==> config.mk <==
export PLATFORM = sky130hd
export DESIGN_NAME = udp_rx_checksum_port_demux
export DESIGN_NICKNAME = d
export VERILOG_FILES = /design/src/hw/rtl/udprx_pkg.sv /design/src/hw/rtl/udprx_cell.sv /design/src/hw/rtl/udp_rx_checksum_port_demux.sv
export SDC_FILE = /design/constraint.sdc
export NUM_CORES = 1
export LEC_CHECK = 0
export ABC_CLOCK_PERIOD_IN_PS = 8000
export BUFFER_PORTS_ARGS = -buffer_cell sky130_fd_sc_hd__buf_2
export CORE_MARGIN = 3
export CORE_UTILIZATION = 40
export CTS_BUF_LIST = sky130_fd_sc_hd__clkbuf_8
export CTS_CLUSTER_SIZE = 25
export DETAILED_ROUTE_END_ITERATION = 6
export PLACE_DENSITY = 0.69
export SLEW_MARGIN = 0
export SYNTH_ARGS = -nofsm -noshare
export SYNTH_HDL_FRONTEND = slang
export SYNTH_SLANG_ARGS = --single-unit
==> constraint.sdc <==
create_clock -name clk -period 8 [get_ports clk]
set_input_delay 1.2 -clock clk [delete_from_list [all_inputs] [get_ports clk]]
set_output_delay 1.2 -clock clk [all_outputs]
set_load 0.02 [all_outputs]
==> src/hw/rtl/udprx_pkg.sv <==
// Shared types and constants for the UDP receive checksum / port demux block.
// Request and result structs, function and status codes. No dependencies.
package udprx_pkg;

  localparam logic [1:0] FUNC_BIND   = 2'd0;
  localparam logic [1:0] FUNC_UNBIND = 2'd1;
  localparam logic [1:0] FUNC_WORD   = 2'd2;
  localparam logic [1:0] FUNC_SPARE  = 2'd3;

  localparam logic [2:0] ST_OK      = 3'd0;
  localparam logic [2:0] ST_BADARG  = 3'd1;
  localparam logic [2:0] ST_INUSE   = 3'd2;
  localparam logic [2:0] ST_FULL    = 3'd3;
  localparam logic [2:0] ST_SHORT   = 3'd4;
  localparam logic [2:0] ST_TRUNC   = 3'd5;
  localparam logic [2:0] ST_BADSUM  = 3'd6;
  localparam logic [2:0] ST_UNBOUND = 3'd7;

  localparam logic [7:0]  SOCK_RESERVED  = 8'hFF;
  localparam logic [15:0] ONES16         = 16'hFFFF;
  localparam logic [15:0] PROTO_UDP      = 16'd17;
  localparam logic [14:0] WORD_COUNT_MAX = 15'h7FFF;

  typedef struct packed {
    logic [1:0]  func;
    logic [15:0] port;
    logic [7:0]  sock_id;
    logic [31:0] src_ip;
    logic [31:0] dst_ip;
    logic [15:0] data_word;
    logic        word_last;
    logic [15:0] dgram_len;
  } req_t;

  typedef struct packed {
    logic [2:0]  status;
    logic [7:0]  out_sock_id;
    logic [15:0] out_src_port;
    logic [15:0] out_dst_port;
    logic [15:0] body_len;
  } res_t;

  // Command broadcast to every binding cell.
  typedef struct packed {
    logic [15:0] cmp_port;
    logic [7:0]  sock_id;
    logic        unbind_go;
  } cell_cmd_t;

  // Chain signals handed from one cell to the next.
  typedef struct packed {
    logic       free_seen;
    logic       hit_seen;
    logic [7:0] sock_acc;
  } cell_link_t;

endpackage

==> src/hw/rtl/udprx_cell.sv <==
// One binding slot: holds a port and its socket, compares against the
// broadcast port and passes free/hit/socket info to the next cell. Uses udprx_pkg.
module udprx_cell (
  input  logic                  clk,
  input  logic                  rst,
  input  udprx_pkg::cell_cmd_t  cmd,
  input  logic                  bind_go,
  input  udprx_pkg::cell_link_t link_in,
  output udprx_pkg::cell_link_t link_out
);
  import udprx_pkg::*;

  logic [15:0] port;
  logic [7:0]  sock;
  logic        free;
  logic        hit;

  assign free = (port == 16'd0);
  assign hit  = !free && (port == cmd.cmp_port);

  assign link_out.free_seen = link_in.free_seen | free;
  assign link_out.hit_seen  = link_in.hit_seen | hit;
  assign link_out.sock_acc  = link_in.sock_acc | (sock & {8{hit}});

  always_ff @(posedge clk) begin
    if (rst) begin
      port <= 16'd0;
    end else if (bind_go && free && !link_in.free_seen) begin
      port <= cmd.cmp_port;
    end else if (cmd.unbind_go && hit) begin
      port <= 16'd0;
    end
  end

  // take the socket id on the claiming bind
  always_ff @(posedge clk) begin
    if (bind_go && free && !link_in.free_seen) begin
      sock <= cmd.sock_id;
    end
  end

endmodule

==> src/hw/rtl/udp_rx_checksum_port_demux.sv <==
// Top level of the UDP receive checksum check and port demultiplexer.
// Instantiates a chain of udprx_cell binding slots; uses udprx_pkg.
//
//   channel | valid     | stall     | payload
//   request | rx_valid  | rx_stall  | rx  (udprx_pkg::req_t)
//   result  | res_valid | res_stall | res (udprx_pkg::res_t)
//
// Bind, unbind and non-final datagram words are handled in the cycle they are accepted.
// A final datagram word also needs a finishing cycle: the accept cycle folds the word into the
// running sum, the next cycle adds the pseudo-header and looks up the port.
// The table compare is one pass along the cell chain per cycle.
// Reset clears the binding ports and the per-datagram state.
// rx_stall is high during the finishing cycle of a final word and while a
// result is held because res_stall is high.
module udp_rx_checksum_port_demux #(
  parameter int BINDING_SLOTS = 16
) (
  input  logic              clk,
  input  logic              rst,
  input  logic              rx_valid,
  output logic              rx_stall,
  input  udprx_pkg::req_t   rx,
  output logic              res_valid,
  input  logic              res_stall,
  output udprx_pkg::res_t   res
);
  import udprx_pkg::*;

  // per-datagram state
  logic [15:0] csum_acc;
  logic [14:0] word_count;
  logic [15:0] claimed_len;
  logic [15:0] hdr_src_port;
  logic [15:0] hdr_dst_port;
  logic        csum_present;
  // final-word capture for the finishing cycle
  logic        fin_pend;
  logic [31:0] fin_sip;
  logic [31:0] fin_dip;
  logic [15:0] fin_rlen;

  logic       accept;
  logic       bind_go;
  cell_cmd_t  cmd;
  cell_link_t link [BINDING_SLOTS+1];

  assign rx_stall = fin_pend | (res_valid & res_stall);
  assign accept   = rx_valid & ~rx_stall;

  // one compare port: header destination while finishing, else request port
  assign cmd.cmp_port  = fin_pend ? hdr_dst_port : rx.port;
  assign cmd.sock_id   = rx.sock_id;
  assign cmd.unbind_go = accept && (rx.func == FUNC_UNBIND) && (rx.port != 16'd0);

  assign link[0] = '0;

  genvar g;
  generate
    for (g = 0; g < BINDING_SLOTS; g++) begin : g_cell
      udprx_cell u_cell (
        .clk      (clk),
        .rst      (rst),
        .cmd      (cmd),
        .bind_go  (bind_go),
        .link_in  (link[g]),
        .link_out (link[g+1])
      );
    end
  endgenerate

  logic any_hit, any_free;
  logic [7:0] hit_sock;
  assign any_hit  = link[BINDING_SLOTS].hit_seen;
  assign any_free = link[BINDING_SLOTS].free_seen;
  assign hit_sock = link[BINDING_SLOTS].sock_acc;

  // bind decision
  logic       bind_bad;
  logic [2:0] bind_status;
  assign bind_bad = (rx.port == 16'd0) || (rx.sock_id == SOCK_RESERVED);
  assign bind_go  = accept && (rx.func == FUNC_BIND) && !bind_bad && !any_hit && any_free;

  always_comb begin
    priority if (bind_bad) begin
      bind_status = ST_BADARG;
    end else if (any_hit) begin
      bind_status = ST_INUSE;
    end else if (!any_free) begin
      bind_status = ST_FULL;
    end else begin
      bind_status = ST_OK;
    end
  end

  // word fold: pick the claimed bytes of this word and add end-around
  logic [15:0] cl_new;
  logic [15:0] first_byte;
  logic        sum_full, sum_half;
  logic [15:0] addend;
  logic [16:0] word_sum;
  logic [15:0] acc_next;

  assign cl_new     = (word_count == 15'd2) ? rx.data_word : claimed_len;
  assign first_byte = {word_count, 1'b0};
  assign sum_full   = (word_count < 15'd4) ||
                      (({1'b0, first_byte} + 17'd1) < {1'b0, cl_new});
  assign sum_half   = first_byte < cl_new;

  always_comb begin
    priority if (sum_full) begin
      addend = rx.data_word;
    end else if (sum_half) begin
      addend = {rx.data_word[15:8], 8'h00};
    end else begin
      addend = 16'd0;
    end
  end

  assign word_sum = {1'b0, csum_acc} + {1'b0, addend};
  assign acc_next = word_sum[15:0] + {15'd0, word_sum[16]};

  // finishing cycle: pseudo-header sum, checks, lookup
  logic [18:0] ph_sum;
  logic [16:0] ph_fold;
  logic [15:0] ph_final;
  logic [2:0]  fin_status;

  assign ph_sum = {3'd0, csum_acc} + {3'd0, fin_sip[31:16]} + {3'd0, fin_sip[15:0]}
                + {3'd0, fin_dip[31:16]} + {3'd0, fin_dip[15:0]}
                + {3'd0, PROTO_UDP} + {3'd0, claimed_len};
  assign ph_fold  = {1'b0, ph_sum[15:0]} + {14'd0, ph_sum[18:16]};
  assign ph_final = ph_fold[15:0] + {15'd0, ph_fold[16]};

  always_comb begin
    priority if (fin_rlen < 16'd8 || claimed_len < 16'd8) begin
      fin_status = ST_SHORT;
    end else if (claimed_len > fin_rlen) begin
      fin_status = ST_TRUNC;
    end else if (csum_present && ph_final != ONES16) begin
      fin_status = ST_BADSUM;
    end else if (any_hit) begin
      fin_status = ST_OK;
    end else begin
      fin_status = ST_UNBOUND;
    end
  end

  // per-datagram registers
  always_ff @(posedge clk) begin
    if (rst) begin
      csum_acc     <= 16'd0;
      word_count   <= 15'd0;
      claimed_len  <= 16'd0;
      hdr_src_port <= 16'd0;
      hdr_dst_port <= 16'd0;
      csum_present <= 1'b0;
      fin_pend     <= 1'b0;
    end else if (fin_pend) begin
      // drop all per-datagram state after the result is built
      csum_acc     <= 16'd0;
      word_count   <= 15'd0;
      claimed_len  <= 16'd0;
      hdr_src_port <= 16'd0;
      hdr_dst_port <= 16'd0;
      csum_present <= 1'b0;
      fin_pend     <= 1'b0;
    end else if (accept && rx.func == FUNC_WORD) begin
      csum_acc    <= acc_next;
      claimed_len <= cl_new;
      if (word_count == 15'd0) begin
        hdr_src_port <= rx.data_word;
      end
      if (word_count == 15'd1) begin
        hdr_dst_port <= rx.data_word;
      end
      if (word_count == 15'd3) begin
        csum_present <= (rx.data_word != 16'd0);
      end
      if (word_count != WORD_COUNT_MAX) begin
        word_count <= word_count + 15'd1;
      end
      fin_pend <= rx.word_last;
    end
  end

  always_ff @(posedge clk) begin
    if (accept && rx.func == FUNC_WORD && rx.word_last) begin
      fin_sip  <= rx.src_ip;
      fin_dip  <= rx.dst_ip;
      fin_rlen <= rx.dgram_len;
    end
  end

  // result register: load on bind or on the finishing cycle, hold while stalled
  always_ff @(posedge clk) begin
    if (rst) begin
      res_valid <= 1'b0;
    end else if (fin_pend) begin
      res_valid <= 1'b1;
    end else if (accept && rx.func == FUNC_BIND) begin
      res_valid <= 1'b1;
    end else if (!res_stall) begin
      res_valid <= 1'b0;
    end
  end

  always_ff @(posedge clk) begin
    if (fin_pend) begin
      res.status       <= fin_status;
      res.out_sock_id  <= (fin_status == ST_OK) ? hit_sock : 8'd0;
      res.out_src_port <= hdr_src_port;
      res.out_dst_port <= hdr_dst_port;
      res.body_len     <= (fin_status == ST_OK) ? (claimed_len - 16'd8) : 16'd0;
    end else if (accept && rx.func == FUNC_BIND) begin
      res.status       <= bind_status;
      res.out_sock_id  <= 8'd0;
      res.out_src_port <= 16'd0;
      res.out_dst_port <= 16'd0;
      res.body_len     <= 16'd0;
    end
  end

endmodule
======== After elaboration in Yosys (flattened, before gate mapping) ========
Index checks and enable logic that the tools add are counted.
word-level totals
  bits of input ports ..................... 127
  output and inout port bits .............. 61
  flip-flop bits (word level) ............. 605
  word-level logic and storage cells ...... 360
operators by class
  $lt $le $gt $ge ......................... 6
  bitwise gates (word level) .............. 66
  equality and inequality tests ........... 25
  reduce and logical (&&, ||, !) cells .... 152
  muxes and demuxes ....................... 50
  $add $sub $neg .......................... 13
operators by type and width
  kind                     count
  $mux W16                 37
  $logic_not A16 Y1        17
  $eq A16 B16 Y1           16
  $and A8 B8 Y8            16
  $or A8 B8 Y8             15
  $mux W59                 2
  $logic_and A1 B1 Y1      72
  $add A19 B16 Y19         2
  $add A16 B16 Y17         2
  $reduce_bool A2 Y1       17
  $add A16 B1 Y16          2
  $logic_not A1 Y1         32
  $lt A16 B4 Y1 const B    2
  $reduce_bool A16 Y1      2
  $or A1 B1 Y1             31
  $eq A15 B2 Y1 const B    2
  $add A18 B16 Y19         1
  $add A19 B5 Y19 const B  1
  $add A17 B16 Y18         1
  $add A16 B1 Y17 const B  1
  $add A16 B3 Y17          1
  $lt A17 B16 Y1           1
  $gt A16 B16 Y1           1
  $lt A16 B16 Y1           1
  23 further kinds         37

======== Longest topological paths before layout ========
Gate-level depths: netlist of run 1.
  depth in word-level cells ............... 25
  mapped depth ............................ 37
  gate-level depth less buffers ........... 35

======== By module ========
A second synthesis of run 1 with hierarchy kept.
unflattened totals
  cells, all modules ...................... 3054
  area total of the unflattened synthesis .. 34296.6 µm²
by module, submodules not included
  module                      cells each  area an instance (µm²)  seq. area each (µm²)  times used
  udprx_cell                  109         1297.5                  560.5                 16
  udp_rx_checksum_port_demux  1310        13536.7                 5815.6                1

======== Worst setup path after synthesis of run 1 ========
OpenSTA, ideal clock, no wires.
  path kind ............................... register -> register
  from .................................... register claimed_len[5]
  to ...................................... register res[1] (netlist bit) (data pin)
  clock period less this slack ............ 8509 ps
  data required time ...................... 7810 ps
  cell stages (with the launch flop) ...... 35
  arrival ................................. 8319 ps
  slack ................................... -509 ps
  cell sequence ........................... dfxtp_1 > clkbuf_1 > inv_1 > fa_1 > inv_1 > fa_1 > inv_1 > fa_1 > inv_1 > ha_1 > ha_1 > a21oi_1 > o22ai_1 > o32a_2 > a221oi_1 > nor2_1 > o21ai_0 > nand2b_1 > a21oi_1 > o21bai_1 > xnor2_1 > fa_1 > nor2b_1 > o21ai_1 > nor4_1 > nand2_1 > nor4_2 > nor4b_1 > ha_1 > ha_1 > or2b_1 > or4b_4 > a31o_4 > buf_6 > a2111oi_2
between the ends
  longest elaborated chain between the ends .. 11
  elaborated cells between the ends (all ways) .. 14
ends and longest elaborated chain
  what                    line                               source
  from (decl)             udp_rx_checksum_port_demux.sv:32   logic [15:0] claimed_len;
  from (signal assigned)  udp_rx_checksum_port_demux.sv:169  claimed_len <= cl_new;
  $add A19 B16 Y19        udp_rx_checksum_port_demux.sv:130  + {3'd0, PROTO_UDP} + {3'd0, claimed_len};
  $add A16 B3 Y17         udp_rx_checksum_port_demux.sv:131  assign ph_fold = {1'b0, ph_sum[15:0]} + {14'd0, ph_sum[18:16]};
  $add A16 B1 Y16         udp_rx_checksum_port_demux.sv:132  assign ph_final = ph_fold[15:0] + {15'd0, ph_fold[16]};
  $ne A16 B16 Y1          udp_rx_checksum_port_demux.sv:139  end else if (csum_present && ph_final != ONES16) begin
  $logic_and A1 B1 Y1     udp_rx_checksum_port_demux.sv:139
  $mux W3                 udp_rx_checksum_port_demux.sv:139
  $mux W3                 udp_rx_checksum_port_demux.sv:137  end else if (claimed_len > fin_rlen) begin
  $mux W3 (*)             udp_rx_checksum_port_demux.sv:135  priority if (fin_rlen < 16'd8 || claimed_len < 16'd8) begin
  $logic_not A3 Y1 (*)    udp_rx_checksum_port_demux.sv:213  res.body_len <= (fin_status == ST_OK) ? (claimed_len - 16'd8) : 16'd0;
  $mux W16 (*)            udp_rx_checksum_port_demux.sv:213
  $mux W59 (*)            udp_rx_checksum_port_demux.sv:208  if (fin_pend) begin
  to (decl)               udp_rx_checksum_port_demux.sv:25   output udprx_pkg::res_t res
Mark *: on every way between the ends. The rest lies on a longest branch, timed or not.
A chain may end at the register's enable or synchronous reset.

======== Worst setup path after layout of run 1 ========
  from .................................... register fin_dip[4]
  to ...................................... register res[13] (netlist bit) (data pin)
between the ends
  longest elaborated chain between the ends .. 13
ends and longest elaborated chain
  what                    line                               source
  from (decl)             udp_rx_checksum_port_demux.sv:39   logic [31:0] fin_dip;
  from (signal assigned)  udp_rx_checksum_port_demux.sv:189  fin_dip <= rx.dst_ip;
  $add A19 B16 Y19        udp_rx_checksum_port_demux.sv:129  + {3'd0, fin_dip[31:16]} + {3'd0, fin_dip[15:0]}
  $add A19 B5 Y19         udp_rx_checksum_port_demux.sv:130
  $add A19 B16 Y19        udp_rx_checksum_port_demux.sv:130
  $add A16 B3 Y17         udp_rx_checksum_port_demux.sv:131
  $add A16 B1 Y16         udp_rx_checksum_port_demux.sv:132
  $ne A16 B16 Y1          udp_rx_checksum_port_demux.sv:139
  $logic_and A1 B1 Y1     udp_rx_checksum_port_demux.sv:139
  $mux W3                 udp_rx_checksum_port_demux.sv:139
  $mux W3                 udp_rx_checksum_port_demux.sv:137
  $mux W3                 udp_rx_checksum_port_demux.sv:135
  $logic_not A3 Y1        udp_rx_checksum_port_demux.sv:213
  $mux W16                udp_rx_checksum_port_demux.sv:213
  $mux W59                udp_rx_checksum_port_demux.sv:208
No other way between the ends.

==> impl_results.md, run 1 <==
* Mapped Cells at 3045
* I/O pin cnt at 188
* Detailed-route wire length per cell at 22.24 microns
* Yosys reg bits at 605
* Via count at 25510
* Critical Path RT at 8.41 ns
* Register-to-register path setup slack at -0.16 ns
* Vias in the first global route at 24740
* DRC viols at 6
* Largest net degree at the start of global routing at 89
* Yosys warnings at 0
* GR peak layer: met2
* Pwr Density at 213.7 nW/um^2
* Max Freq at 0.1226 GHz
* Initial antenna violation count at 2
* R2R Path Start: fin_dip[4]
* HP Class: reg -> reg
* Post-synthesis sequential area ratio at 47.32%
* CTS buffer count at 98
* Power Total at 7.802 mW
* Leak at 13.39 nW
* CTS Buffer Depth at 3
* Global-route wire length before repair at 149700 microns
* Post-Syn Nets at 3331
* Critical path's largest stage delay at 0.54 ns
* Worst Tran Pin Value at 1.243 ns
* Cts hold-fix bufs at 0
* Post-synth EDFFs at 267
* Critical path startpoint: fin_dip[4]
* Global Route Usage Sum at 23.76%
* Port Buffers at 187
* Layout cells sized above 1 at 17.20%
* # setup viols final at 24
* Hpwl dp at 67960 microns
* Worst R2R End: res[13]
* Crit path capture: res[13]
* Pint at 5.397 mW
* Clk Latency, worst-skew pair at 0.72 ns
* Tmin final at 8.156 ns
* Slew Viols, Final at 0
* Psw at 2.405 mW
* Die ar. at 81490 sq um
* Vias per cell at 5.719
* Clock root buffer: clkbuf_8
* Comb power frac at 24.2%
* Die Y at 285.5 microns
* Critical Path AT at 8.56 ns
* RSZ-0062 raised after global routing: true
* Post-synth cell types at 86
* Final wirelength at 99190 microns
* Sequential share of power at 42.2%
* Final Wtd Congestion at 0.9675
* Area Growth Syn to Fin at 16.85%
* Die Span X at 285.5 microns
* Synthesized area per cell at 10.26 sq um
* Synth Flop Type: dfxtp_1
* Core area at 76710 sq um
* TritonCTS clock tree: yes
* CP Max Fanout at 6
* Synth area leader: edfxtp_1
* Slew HR at 17.11%
* Peak supply drop at 0.0001741 V
* H-Tree Level Count at 3
* Met2 Use GR at 38.84%
* Final WS setup at -0.1557 ns
* Setup crit end kind: flip-flop
* Initial Util at 40.73%
* Mapped Area at 31240 sq um
* CP startpoint kind: flip-flop
* Clock transition at the registers of the reported paths at 0.07 ns
* Largest cells by area after synthesis: edfxtp_1 (26%), dfxtp_1 (22%), xnor2_1 (8.0%)
* Post-route ant nets at 0
* Post-layout nets at 3637
* Fin crit share at 101.9%
* Slowest stage cell, crit path: fa_1
* Max cap viols at 0
* Top-area cell type share of the netlist area at 25.66%
* Iter 0 DRT Violations at 2647
* Total clock sinks at 605
* Critical path class: reg -> reg
* Worst reg-to-reg path cell count at 41
* Failing checks: DRC, setup timing
* Worst hold margin at 0.4524 ns
* Site row count at 101
* Skew final at 0.03644 ns
* CP most frequent cell: buf_4
* Clock power share at 33.5%
* Grt met3 use at 4.271%
* Final hold viol count at 0
* Ys async rst share at 0%
* Switching share of power at 30.83%
* DR pass1 iterations at 7
* GRT overflow at 0
* Status: complete, but fails checks
* Met1 usage at 30.60%
## registers in the layout (all words and copies together) (netlist names)
name and flops:
fin_sip 32, csum_present 1, fin_pend 1, claimed_len 16
fin_rlen 16, res 59, fin_dip 32, res_valid 1
hdr_dst_port 16, csum_acc 16, g_cell.u_cell.sock 128, word_count 15
g_cell.u_cell.port 256, hdr_src_port 16
## stage by stage
| stage | std cells | instance area, sq um | util (%) | TNS [ns] | setup slack, ns |
|---|---|---|---|---|---|
| after CTS | 4454 | 36270 | 47.28 | -0.07095 | -0.01753 |
| after detailed placement | 4257 | 34110 | 44.47 | -5.768 | -0.2971 |
| after global routing | 4461 | 36500 | 47.59 | -12.49 | -0.5292 |
| after floorplan | 3045 | 31320 | - | 0 | 0.03169 |
| after global placement | 4257 | 34110 | 44.47 | -0.5776 | -0.03998 |
| final | 4461 | 36500 | 47.59 | -2.571 | -0.1557 |
## worst min-delay path by stage
stage,from,to,slack (ns),cells past startpoint
6_report,hdr_src_port[8],hdr_src_port[8],0.45,2
5_1_grt,hdr_src_port[13],hdr_src_port[13],0.48,2
4_1_cts,hdr_src_port[13],hdr_src_port[13],0.45,2
3_5_place_dp,hdr_src_port[13],hdr_src_port[13],0.44,2
3_3_place_gp,hdr_src_port[13],hdr_src_port[13],0.44,2
2_1_floorplan,hdr_src_port[0],hdr_src_port[0],0.43,2
## area by class of cell
cell class	instances	area [sq um]
fill	7069	40200
multi-input combinational	2109	15620
sequential	605	14790
timing repair buffer	342	2166
clock buffer	116	1597
tap	1030	1289
inverter	195	732.0
clock inverter	63	304.0
antenna	1	2.502
## cell usage in the layout (no fill, tap or decap), drive strengths merged, types with 21 or more instances in the layout
cell and instances:
a2111oi 28, or2 21, a22oi 160, a22o 32, ha 95, xnor2 285, nand2 240, and2 35
a21o 37, fa 64, mux2i 34, nand3 50, nand4 57, clkbuf 116, xor2 33, buf 342
edfxtp 267, a21oi 92, nor2b 21, o21ai 139, nor4 193, nor3 57, inv 238, nor2 240
dfxtp 338, a211oi 30
## layer usage
layer,wire length (microns),vias to the layer above,part of all wire (%)
li1,-,11680,-
met1,39770,12230,40
met2,46330,1301,47
met3,8059,303,8.1
met4,5037,0,5.1
met5,0,-,0
## critical path, delay by kind of cell (launching register included)
family / cells / cell delay (ns)
adder cells (fa/ha/maj): 7 / 2.92
AO/OA/AOI/OAI: 12 / 1.98
buffers and inverters: 17 / 1.78
AND/OR/NAND/NOR: 4 / 0.68
flip-flops: 1 / 0.33
XOR/XNOR: 1 / 0.15
## logic make-up after synthesis
| family | count (synthesis) | synth area share, % |
|---|---|---|
| flops | 605 | 47.32 |
| buf+inv | 332 | 4.678 |
| fa+ha+maj | 159 | 7.906 |
| mux | 34 | 1.141 |
| xor+xnor | 319 | 9.016 |
| compound gates | 593 | 13.39 |
| simple gates | 1003 | 16.55 |
## power groups by stage
stage | Combinational, mW | Clock (mW) | Sequential [mW]
finish | 1.89 | 2.62 | 3.30
global route | 2.03 | 2.81 | 3.30
detailed placement | 1.67 | 0 | 3.36
global placement | 1.66 | 0 | 3.36
floorplan | 1.14 | 0 | 3.37
CTS | 1.74 | 2.66 | 3.30
## Yosys cell counts (all sizes together) (64+ instances only)
cell,number
nor2,240
clkbuf,78
fa,64
o21ai,139
dfxtp,338
a21oi,92
nand2,240
nor4,193
ha,95
edfxtp,267
a22oi,160
inv,194
xnor2,285
## repair_timing
action,in CTS,in global routing
resized for setup,14,35
hold endpoints to repair,0,0
pin swaps,18,20
buffers inserted,16,6
gates cloned,2,0
setup endpoints to repair,27,27
(Power assumes the default switching activity.)
==> inputs of run 2 (changes only) <==
--- a/config.mk
+++ b/config.mk
@@ -13,6 +13,7 @@
 export CTS_CLUSTER_SIZE = 25
 export DETAILED_ROUTE_END_ITERATION = 6
 export PLACE_DENSITY = 0.69
+export REMOVE_ABC_BUFFERS = 1
 export SLEW_MARGIN = 0
 export SYNTH_ARGS = -nofsm -noshare
 export SYNTH_HDL_FRONTEND = slang
==> impl_results.md, run 2 (same netlist as run 1, synthesis figures left out) <==
* Status: complete, but fails checks
* Failing checks: setup timing
* Regs by FF count: g_cell.u_cell.port x256, g_cell.u_cell.sock x128, res x59
* Final Wtd Congestion at 0.9465
* Core area at 76710 sq um
* Die Y at 285.5 microns
* Final wirelength at 99430 microns
* Detailed-route wire length per cell at 22.10 microns
* CP startpoint kind: flip-flop
* CP most frequent cell: buf_4
* DR pass1 iterations at 6
* Tmin final at 8.200 ns
* Critical path's largest stage delay at 0.59 ns
* Setup crit end kind: flip-flop
* R2R Path Start: fin_sip[7]
* Max reg flops at 256
* CTS Buffer Depth at 3
* Most frequent cells in the layout: dfxtp_1 (333), xnor2_1 (284), edfxtp_1 (267)
* Slew Viols, Final at 0
* H-Tree Level Count at 3
* GRT overflow at 0
* Placed Area at 34210 sq um
* HP Class: reg -> reg
* Critical Path RT at 8.48 ns
* Max cap viols at 0
* Clock root buffer: clkbuf_8
* Cts hold-fix bufs at 0
* TritonCTS clock tree: yes
* Leak at 13.52 nW
* Global Route Usage Sum at 23.63%
* Post-layout nets at 3665
* Initial Util at 40.73%
* Clock transition at the registers of the reported paths at 0.06 ns
* Site row count at 101
* CTS buffer count at 98
* Via count at 25740
* Fin crit share at 102.5%
* Register-to-register path setup slack at -0.20 ns
* Worst Tran Pin Value at 1.279 ns
* Hold path depth at 2
* Slowest stage cell, crit path: or4b_4
* Die ar. at 81490 sq um
* Vias in the first global route at 24600
* Clk Latency, worst-skew pair at 0.75 ns
* Post-route ant nets at 0
* Final hold viol count at 0
* DRC viols at 0
* Commonest non-fill, non-tap cell in the layout: dfxtp_1
* Max Freq at 0.1220 GHz
* Slew HR at 14.74%
* Worst reg-to-reg path cell count at 39
* Peak supply drop at 0.0001674 V
* Critical Path AT at 8.68 ns
* Worst R2R End: res[53]
* Largest net degree at the start of global routing at 78
* Iter 0 DRT Violations at 2768
* Die Span X at 285.5 microns
* Hpwl dp at 68880 microns
* Reg with most FFs: g_cell.u_cell.port
* Final WS setup at -0.2000 ns
* CP Max Fanout at 8
* Final instance area at 36940 sq um
* Skew final at 0.06253 ns
* RSZ-0062 raised after global routing: true
* Layout cells sized above 1 at 18.11%
* Critical path class: reg -> reg
* # setup viols final at 24
* Vias per cell at 5.722
* Worst Min Path Start: hdr_src_port[10]
* Initial antenna violation count at 10
* Area Growth Syn to Fin at 18.24%
* Port Buffers at 187
* Total clock sinks at 605
* Hold EP: hdr_src_port[10]
* I/O pin cnt at 188
* Global-route wire length before repair at 149100 microns
* Pwr Density at 217.8 nW/um^2
* Worst Setup Slack post-DPL at -0.6632 ns
==> run 2: changes by cell type in the layout (fill, tap and decap cells not counted), sizes merged <==
cell,change
diode,+6
clkinvlp,-1
buf,+28
clkbuf,-12
clkinv,+22
inv,-10
bufinv,+5
==> run 2: worst max-delay path by stage <==
stage	start	end	slack, ns	cells after the start
2_1_floorplan	claimed_len[5]	res[15]	-0.45	32
3_3_place_gp	fin_sip[4]	res[53]	-0.36	33
3_5_place_dp	fin_sip[4]	res[7]	-0.66	36
4_1_cts	fin_dip[4]	res[53]	-0.06	36
5_1_grt	fin_dip[4]	res[50]	-0.49	36
6_report	fin_sip[7]	res[53]	-0.20	39
==> run 2: metrics by stage <==
stage / TNS, ns / utilization [%] / power [mW] / std cells / hold slack, ns
detailed placement: -15.53 / 44.60 / 5.022 / 4276 / 0.4423
global route: -10.80 / 48.14 / 8.371 / 4496 / 0.4660
global placement: -7.933 / 44.60 / 5.014 / 4276 / 0.4372
floorplan: -10.10 / - / 4.423 / 2908 / 0.4317
finish: -2.918 / 48.15 / 8.046 / 4499 / 0.4499
CTS: -0.6993 / 47.88 / 7.918 / 4484 / 0.4506
==> run 2: layer usage <==
| metal | track usage, % | part of all wire, % | up-vias |
|---|---|---|---|
| li1 | - | - | 11760 |
| met1 | 31.60 | 42 | 12410 |
| met2 | 36.79 | 45 | 1296 |
| met3 | 5.116 | 9.0 | 282 |
| met4 | 10.66 | 4.5 | 2 |
| met5 | 0 | 0.018 | - |
==> run 2: repair_timing <==
item	CTS	global route
cloned	1	0
resized for setup	54	23
buffers inserted	24	9
endpoints found under the hold margin	0	0
pin swaps	49	14
endpoints found under the setup margin	27	27
==> run 2: cell type report <==
class                   count  area [sq um]
well taps                1030          1289
repair buffers            370          2389
multi-input cells        2109         15730
diodes                      7         17.52
clock buffers             104          1431
inverters                 195         732.0
flip-flops and latches    605         14790
fillers                  7079         39770
clock inverters            79         559.3
==> run 2: power by group <==
group	total, mW	internal [mW]	switching, mW
Combinational	1.98	0.847	1.14
Sequential	3.30	3.27	0.0285
Clock	2.77	1.43	1.34
Total	8.05	5.54	2.51
==> run 2: critical path, delay by kind of cell (launching register included) <==
| family | cells | cell delay [ns] |
|---|---|---|
| adders and majority gates | 6 | 2.32 |
| buffers and inverters | 14 | 1.50 |
| DFF | 1 | 0.34 |
| and+or+nand+nor | 7 | 1.26 |
| AOI/OAI and AO/OA | 10 | 2.17 |
| muxes | 1 | 0.15 |
| xor gates and xnor gates | 1 | 0.21 |
